**src/rtl/core/assert_macros.svh**
```systemverilog
// Assertion macros shared by the CRC-16 frame checker RTL.
`ifndef ASSERT_MACROS_SVH
`define ASSERT_MACROS_SVH

// Checked only outside reset.
`define CHK_ASSERT(lbl, prop, msg) \
  lbl: assert property (@(posedge clk) disable iff (rst) prop) else $error(msg);

// Checked on every edge, reset included.
`define CHK_ASSERT_ALWAYS(lbl, prop, msg) \
  lbl: assert property (@(posedge clk) prop) else $error(msg);

`endif

```
**src/rtl/core/crc16fc_pkg.sv**
```systemverilog
// Types, constants and the CRC byte update for the CRC-16 frame checker.
package crc16fc_pkg;

  localparam logic [15:0] CRC_POLY      = 16'h1021;
  localparam logic [2:0]  FRAME_MIN     = 3'd5;
  localparam logic [7:0]  FRAME_MIN_LEN = 8'd5;

  typedef enum logic [1:0] {
    STATUS_OK      = 2'd0,
    STATUS_SHORT   = 2'd1,
    STATUS_CRC_ERR = 2'd2
  } status_t;

  typedef struct packed {
    logic [7:0] frame_byte;
    logic       last_byte;
  } in_beat_t;

  typedef struct packed {
    status_t    status;
    logic [7:0] address;
    logic [7:0] command;
    logic [7:0] data_length;
  } out_beat_t;

  // Handoff from the input stage to the frame engine.
  typedef struct packed {
    logic step;
    logic last;
  } step_ctrl_t;

  // One byte through CRC-16, MSB first, no reflection.
  function automatic logic [15:0] crc_feed(input logic [15:0] crc, input logic [7:0] b);
    logic [15:0] c;
    c = crc ^ {b, 8'h00};
    for (int k = 0; k < 8; k++) begin
      if (c[15]) begin
        c = {c[14:0], 1'b0} ^ CRC_POLY;
      end else begin
        c = {c[14:0], 1'b0};
      end
    end
    return c;
  endfunction

endpackage

```
**src/rtl/core/crc16fc_in_stage.sv**
```systemverilog
// Input register stage: holds one byte beat and issues the step to the engine.
module crc16fc_in_stage (
  input  logic                  clk,
  input  logic                  rst,
  input  logic                  in_valid,
  output logic                  in_ready,
  input  crc16fc_pkg::in_beat_t in_data,
  input  logic                  out_free,
  output crc16fc_pkg::step_ctrl_t ctrl,
  output crc16fc_pkg::in_beat_t beat
);
  import crc16fc_pkg::*;

  logic beat_valid;

  // A closing byte needs a free result slot; other bytes always move on.
  always_comb begin
    ctrl.step = beat_valid && (!beat.last_byte || out_free);
    ctrl.last = beat.last_byte;
    in_ready  = !beat_valid || ctrl.step;
  end

  always_ff @(posedge clk) begin
    if (rst) begin
      beat_valid <= 1'b0;
    end else if (in_ready) begin
      beat_valid <= in_valid;
    end
  end

  always_ff @(posedge clk) begin
    if (in_ready && in_valid) begin
      beat <= in_data;
    end
  end

endmodule

```
**src/rtl/core/crc16fc_engine.sv**
```systemverilog
// Frame engine: delay line, running CRC, header capture and result decode.
module crc16fc_engine (
  input  logic                    clk,
  input  logic                    rst,
  input  crc16fc_pkg::step_ctrl_t ctrl,
  input  crc16fc_pkg::in_beat_t   beat,
  output crc16fc_pkg::out_beat_t  result
);
  import crc16fc_pkg::*;
  `include "assert_macros.svh"

  logic [15:0] running_crc, running_crc_next;
  logic [7:0]  held0, held1;
  logic [2:0]  byte_count, byte_count_next;
  logic [7:0]  frame_address, frame_length_field, frame_command;
  logic [15:0] trailer;
  logic        too_short;

  always_comb begin
    running_crc_next = (byte_count >= 3'd2) ? crc_feed(running_crc, held0) : running_crc;
    byte_count_next  = (byte_count < FRAME_MIN) ? byte_count + 3'd1 : byte_count;
    // trailer: low byte is the held newest byte, high byte the one arriving now
    trailer   = {beat.frame_byte, held1};
    // header bytes are already stored whenever the count can reach five
    too_short = (byte_count_next < FRAME_MIN) || (frame_length_field < FRAME_MIN_LEN);

    result.address     = 8'h00;
    result.command     = 8'h00;
    result.data_length = 8'h00;
    if (byte_count_next >= FRAME_MIN) begin
      result.address = frame_address;
      result.command = frame_command;
    end
    if (too_short) begin
      result.status = STATUS_SHORT;
    end else if (trailer != running_crc_next) begin
      result.status = STATUS_CRC_ERR;
    end else begin
      result.status      = STATUS_OK;
      result.data_length = frame_length_field - FRAME_MIN_LEN;
    end
  end

  always_ff @(posedge clk) begin
    if (rst || (ctrl.step && ctrl.last)) begin
      running_crc        <= '0;
      held0              <= '0;
      held1              <= '0;
      byte_count         <= '0;
      frame_address      <= '0;
      frame_length_field <= '0;
      frame_command      <= '0;
    end else if (ctrl.step) begin
      running_crc <= running_crc_next;
      held0       <= held1;
      held1       <= beat.frame_byte;
      byte_count  <= byte_count_next;
      if (byte_count == 3'd0) frame_address      <= beat.frame_byte;
      if (byte_count == 3'd1) frame_length_field <= beat.frame_byte;
      if (byte_count == 3'd2) frame_command      <= beat.frame_byte;
    end
  end

  `CHK_ASSERT(a_count_sat, byte_count <= FRAME_MIN, "byte count past saturation")
  `CHK_ASSERT(a_frame_clear, ctrl.step && ctrl.last |=> byte_count == 3'd0, "frame not cleared")

endmodule

```
**src/rtl/core/crc16fc_out_stage.sv**
```systemverilog
// Result register: holds one finished frame result until it is taken.
module crc16fc_out_stage (
  input  logic                   clk,
  input  logic                   rst,
  input  logic                   load,
  input  crc16fc_pkg::out_beat_t result,
  output logic                   out_free,
  output logic                   out_valid,
  input  logic                   out_ready,
  output crc16fc_pkg::out_beat_t out_data
);
  import crc16fc_pkg::*;
  `include "assert_macros.svh"

  assign out_free = !out_valid || out_ready;

  always_ff @(posedge clk) begin
    if (rst) begin
      out_valid <= 1'b0;
    end else if (load) begin
      out_valid <= 1'b1;
    end else if (out_ready) begin
      out_valid <= 1'b0;
    end
  end

  always_ff @(posedge clk) begin
    if (load) begin
      out_data <= result;
    end
  end

  `CHK_ASSERT(a_no_overwrite, load |-> out_free, "result loaded over a pending beat")

endmodule

```
**src/rtl/core/crc16_frame_checker_core.sv**
```systemverilog
// Top level of the CRC-16 frame checker.
// Checks received frames streamed one byte per beat (address, length,
// command, data, then a two-byte CRC trailer, low byte first) and returns
// one result beat per frame when the beat marked last_byte arrives: status
// (ok, too short, CRC mismatch), address, command and data length. CRC-16 is
// poly 0x1021, init 0, unreflected, over all bytes but the trailer. Rate is
// one byte beat per clock while the result register can take each result:
// the byte-wide CRC update and the trailer compare are combinational
// between the input register and the result register. The closing byte
// passes the input register and then the result register, which holds
// the result beat. Data bytes produce no output; a closing byte waits in the
// input register only while a previous result is still pending and stalled.
module crc16_frame_checker_core (
  input  logic                   clk,
  input  logic                   rst,
  input  logic                   in_valid,
  output logic                   in_ready,
  input  crc16fc_pkg::in_beat_t  in_data,
  output logic                   out_valid,
  input  logic                   out_ready,
  output crc16fc_pkg::out_beat_t out_data
);
  import crc16fc_pkg::*;

  step_ctrl_t ctrl;       // engine step strobe and frame-close flag
  in_beat_t   beat;       // registered input byte
  out_beat_t  result;     // decoded frame result, valid on a closing step
  logic       out_free;   // result slot can take a new beat this cycle

  // input register and step control
  crc16fc_in_stage u_in (
    .clk      (clk),
    .rst      (rst),
    .in_valid (in_valid),
    .in_ready (in_ready),
    .in_data  (in_data),
    .out_free (out_free),
    .ctrl     (ctrl),
    .beat     (beat)
  );

  // per-frame state and result decode
  crc16fc_engine u_engine (
    .clk    (clk),
    .rst    (rst),
    .ctrl   (ctrl),
    .beat   (beat),
    .result (result)
  );

  // result register, loaded only on the closing byte of a frame
  crc16fc_out_stage u_out (
    .clk       (clk),
    .rst       (rst),
    .load      (ctrl.step && ctrl.last),
    .result    (result),
    .out_free  (out_free),
    .out_valid (out_valid),
    .out_ready (out_ready),
    .out_data  (out_data)
  );

endmodule

```
**config.mk**
```make
export PLATFORM = sky130hd
export DESIGN_NAME = crc16_frame_checker_core
export DESIGN_NICKNAME = d
export VERILOG_FILES = /design/src/rtl/core/crc16fc_pkg.sv /design/src/rtl/core/crc16fc_in_stage.sv /design/src/rtl/core/crc16fc_engine.sv /design/src/rtl/core/crc16fc_out_stage.sv /design/src/rtl/core/crc16_frame_checker_core.sv
export VERILOG_INCLUDE_DIRS = /design/src /design/src/rtl/core
export SDC_FILE = /design/constraint.sdc
export NUM_CORES = 1
export LEC_CHECK = 0
export CORE_MARGIN = 4
export CORE_UTILIZATION = 45
export CTS_CLUSTER_SIZE = 30
export DETAILED_ROUTE_END_ITERATION = 7
export DONT_BUFFER_PORTS = 1
export GPL_ROUTABILITY_DRIVEN = 0
export PLACE_DENSITY = 0.65
export SETUP_SLACK_MARGIN = 0.02
export SLEW_MARGIN = 10
export SYNTH_ARGS = -nofsm -noshare
export SYNTH_HDL_FRONTEND = slang
export SYNTH_SLANG_ARGS = --single-unit
```
**constraint.sdc**
```tcl
create_clock -name clk -period 8.3 [get_ports clk]
set_input_delay 0.415 -clock clk [delete_from_list [all_inputs] [get_ports clk]]
set_output_delay 0.415 -clock clk [all_outputs]
set_load 0.05 [all_outputs]
```
==> results.md <==
Synth:
- Yosys instantiated no cell more often than sky130_fd_sc_hd__nand2_1.
- In the post-synthesis netlist, the biggest area contributors are sky130_fd_sc_hd__dfxtp_1, sky130_fd_sc_hd__edfxtp_1, sky130_fd_sc_hd__a21oi_1.
- The cell count after synthesis is 468.
- The number of library cell types mapped by synthesis is 51.
- The number of warnings issued by yosys is 0.
- After synthesis the netlist holds a flip-flop and latch count of 96.
- The share of the Yosys chip area taken by registers is 0.498.
- When the netlist entered floorplanning its net count stood at 486.
- Of the post-synthesis cell area, the dominant cell type holds 0.268.
- The netlist area before placement is 0.00456 mm^2.
- Summed over all instances, the cell type with the most area after synthesis is sky130_fd_sc_hd__dfxtp_1.
- For this run, asynchronously set or reset flops after synthesis account for 0.
- The average cell area after synthesis is 9.74 um^2.
- The number of flops mapped to enable cells by yosys is 35.
- The flip-flop cell with the highest count after synthesis is sky130_fd_sc_hd__dfxtp_1.
- In the synthesized netlist, the cells that appear most often are sky130_fd_sc_hd__nand2_1, sky130_fd_sc_hd__dfxtp_1, sky130_fd_sc_hd__a21oi_1.

Flow run:
- The tool flagged a number of max-cap violations equal to 0.

CTS:
- The post-CTS repair timing setup buffer count is 0.
- The H-tree depth is 3.
- In this run the clock root is driven by a sky130_fd_sc_hd__clkbuf_8.
- Buffers inserted during clock tree synthesis total 9.
- The post-CTS resize count is 0.
- The maximum buffer depth of the clock tree is 2.
- The clock transition at the registers of the reported paths is 0.10 ns.
- TritonCTS built the clock tree.
- CTS saw 96 sinks.
- The cts-stage hold buffer count is 0.
- The later pin in the worst-skew pair is clocked with a latency of 0.37 ns.

STA:
- The maximum frequency from static timing analysis is 332 MHz.
- Setup repair after global routing left no endpoint under its margin.
- At the pin with the least slew margin, the transition time is 1.20 ns.
- For the final routed database, the setup TNS stands at 0 ns.
- The number of setup violations in the final report is 0.
- The number of hold violations in the final report is 0.
- The final-report max-slew violation count is 0.
- Dividing the final minimum period by the clock period gives 0.363.
- In this run the tightest slew margin relative to its limit is 0.200.
- The smallest clock period supported by the final layout is computed as 3.01 ns.
- The clock arrives with 0.0177 ns of skew.

Layout:
- For this run, the post-layout net count is 471.
- In the final layout, the share of cells above drive strength 1 is 0.0830.
- Compared with the post-synthesis result, the final layout area differs by 5.60%.
- The finished cells cover 0.00482 mm^2.
- The area taken by multi-input logic gates is 0.00210 mm^2.
- The antenna diode count is 0.
- The fill cell total of the finished layout is 930.
- The core occupancy in the finished layout is 0.490.
- The sequential cell area in the final layout is 0.00227 mm^2.

Critical path:
- The capturing instance or port of the critical path is u_out.out_data[25].
- The setup check on the worst reg-to-reg path leaves a slack of 5.29 ns.
- The maximum fanout encountered on the critical timing path is 9.
- The category of the worst setup path capture point is a register.
- The setup path with the least slack is of type register to register.
- The data required time at the worst endpoint is 8.43 ns.
- The launch instance of the worst register-to-register path is u_engine.byte_count[0].
- The type of origin of the critical path is a register.
- The critical path starts at u_engine.byte_count[0].
- The endpoint identified for the worst register-to-register timing path is u_out.out_data[25].
- Counting cells, the worst reg-to-reg path comes to 8.
- Data on the critical path arrives at its endpoint at 3.14 ns.

Routing:
- The first TritonRoute pass finished after 4 iterations.
- The wire length per cell after detailed routing is 15.7 um.
- In this run the remaining antenna-violating nets after routing total 0.
- The total wirelength of the detailed-routed design is 9.29 mm.
- The count of unresolved DRC violations after routing is 0.
- The via count normalized by instance count is 5.40.
- In this run, the number of DRC markers left after iteration 0 of detailed routing was 156.
- The count of vias placed by the detailed router is 3190.

Place:
- The HPWL after detailed placement is 6.40 mm.
- The count of port buffers added during placement is 0.
- In this run the cell area measured after placement is 0.00459 mm^2.

Worst hold path:
- In this run the worst hold path is classified as primary input to register.
- In this run the most critical hold path is launched from rst.

Pwr:
- Across the VDD grid, the largest voltage drop is 0.000134 V.
- The switching power share of the total is 0.267.
- The power dissipated by switching net loads is 0.000242 W.
- Cell internal power was estimated by the tool at 0.000665 W.
- The share of total power dissipated in sequential elements is 0.573.
- Power spread over the standard cell area amounts to 188 mW/mm^2.
- Of the total power, combinational logic draws 0.062.
- Of the total power, the clock network draws 0.365.
- For this design the static power due to leakage is 1.71 nW.

Global routing:
- The combined global-route utilization of all metal layers is 0.166.
- The via count of the first global-routing pass is 3014.
- The leftover overflow at the end of global routing is 0.
- The number of antenna violations at the first check in global routing is 0.
- The maximum number of pins on one net before global-route repair is 60.
- The first-pass GRT wire length is 15.2 mm.

Die:
- The die is 109 um tall.
- The starting utilization of the core area is 0.464.
- The number of placement rows is 36.
- The region available for standard cell placement spans 0.00982 mm^2.
- The number of top-level design ports is 41.
- The x dimension of the die is 109 um.
- The floorplan step defined a die boundary enclosing 0.0118 mm^2.

Status:
- The flow ran to the end, and the final reports show no timing, DRC or antenna violations.
==> state kept, by name, summed over array words and instances (netlist names) <==
name,flops
u_engine.byte_count,3
u_engine.frame_address,8
u_engine.frame_command,8
u_engine.frame_length_field,8
u_engine.held0,8
u_engine.held1,8
u_engine.running_crc,16
u_in.beat,9
u_in.beat_valid,1
u_out.out_data,26
u_out.out_valid,1
==> cells by family after synthesis <==
| logic type | after synthesis | share of synthesized area |
|---|---|---|
| buf+inv | 40 | 0.0428 |
| flops | 96 | 0.498 |
| fa+ha+maj | 5 | 0.0137 |
| simple gates | 187 | 0.203 |
| xor+xnor | 47 | 0.114 |
| compound gates | 81 | 0.102 |
| mux | 12 | 0.0266 |
==> worst min path at each step <==
| stage | cells past startpoint | slack (ns) | endpoint |
|---|---|---|---|
| after global routing | 1 | 0.1 | u_in.beat_valid |
| final | 1 | 0.12 | u_out.out_valid |
| after global placement | 2 | 0.44 | u_engine.frame_address[2] |
| after detailed placement | 2 | 0.44 | u_engine.frame_address[2] |
| after CTS | 1 | 0.10 | u_out.out_valid |
| after floorplan | 2 | 0.43 | u_engine.frame_address[0] |
==> layer usage <==
layer | vias up | global-route usage | share of wire
li1 | 1569 | - | -
met1 | 1522 | 0.236 | 0.49
met2 | 89 | 0.249 | 0.45
met3 | 10 | 0.0485 | 0.047
met4 | 0 | 0.0388 | 0.013
met5 | - | 0 | 0
==> cells in the final DEF, fill, tap and decap left out, drive strengths merged, types with 16 or more instances in the layout <==
| cell type | instances |
|---|---|
| a21oi | 54 |
| and2 | 17 |
| dfxtp | 61 |
| edfxtp | 35 |
| inv | 16 |
| nand2 | 70 |
| nand3 | 22 |
| nor2 | 42 |
| xnor2 | 25 |
| xor2 | 18 |
==> power by group through the flow <==
stage | logic (W) | registers [W] | clock network [W]
detailed placement | 0.0000560 | 0.000531 | 0
global placement | 0.0000548 | 0.000531 | 0
floorplan | 0.0000521 | 0.000523 | 0
finish | 0.0000561 | 0.000520 | 0.000331
CTS | 0.0000561 | 0.000520 | 0.000340
global route | 0.0000630 | 0.000522 | 0.000357
==> per-stage QoR <==
| step | power [W] | hold WS [ns] | worst slack [ns] | std cells |
|---|---|---|---|---|
| final | 0.000907 | 0.119 | 5.29 | 591 |
| after global routing | 0.000942 | 0.0977 | 5.04 | 591 |
| after floorplan | 0.000575 | 0.432 | 5.60 | 468 |
| after CTS | 0.000916 | 0.101 | 5.10 | 591 |
| after detailed placement | 0.000587 | 0.444 | 5.12 | 575 |
| after global placement | 0.000585 | 0.440 | 5.21 | 575 |
==> cell type report <==
cell class,count,area share
Clock buffer,9,0.0257
Clock inverter,7,0.0203
Inverter,13,0.0101
Multi-Input combinational cell,332,0.436
Sequential cell,96,0.472
Tap cell,133,0.0346
Timing Repair Buffer,1,0.00156
==> critical path, cell delays in order, from the launching register on <==
cell and delay (ns):
sky130_fd_sc_hd__dfxtp_1 0.49, sky130_fd_sc_hd__inv_1 0.11, sky130_fd_sc_hd__ha_1 0.25, sky130_fd_sc_hd__nor3_2 0.34, sky130_fd_sc_hd__nand3_1 0.16, sky130_fd_sc_hd__nor4_1 0.36
sky130_fd_sc_hd__a31oi_1 0.09, sky130_fd_sc_hd__or4_4 0.65, sky130_fd_sc_hd__o31a_1 0.33
Note: power is estimated with default switching activity, not from simulation.
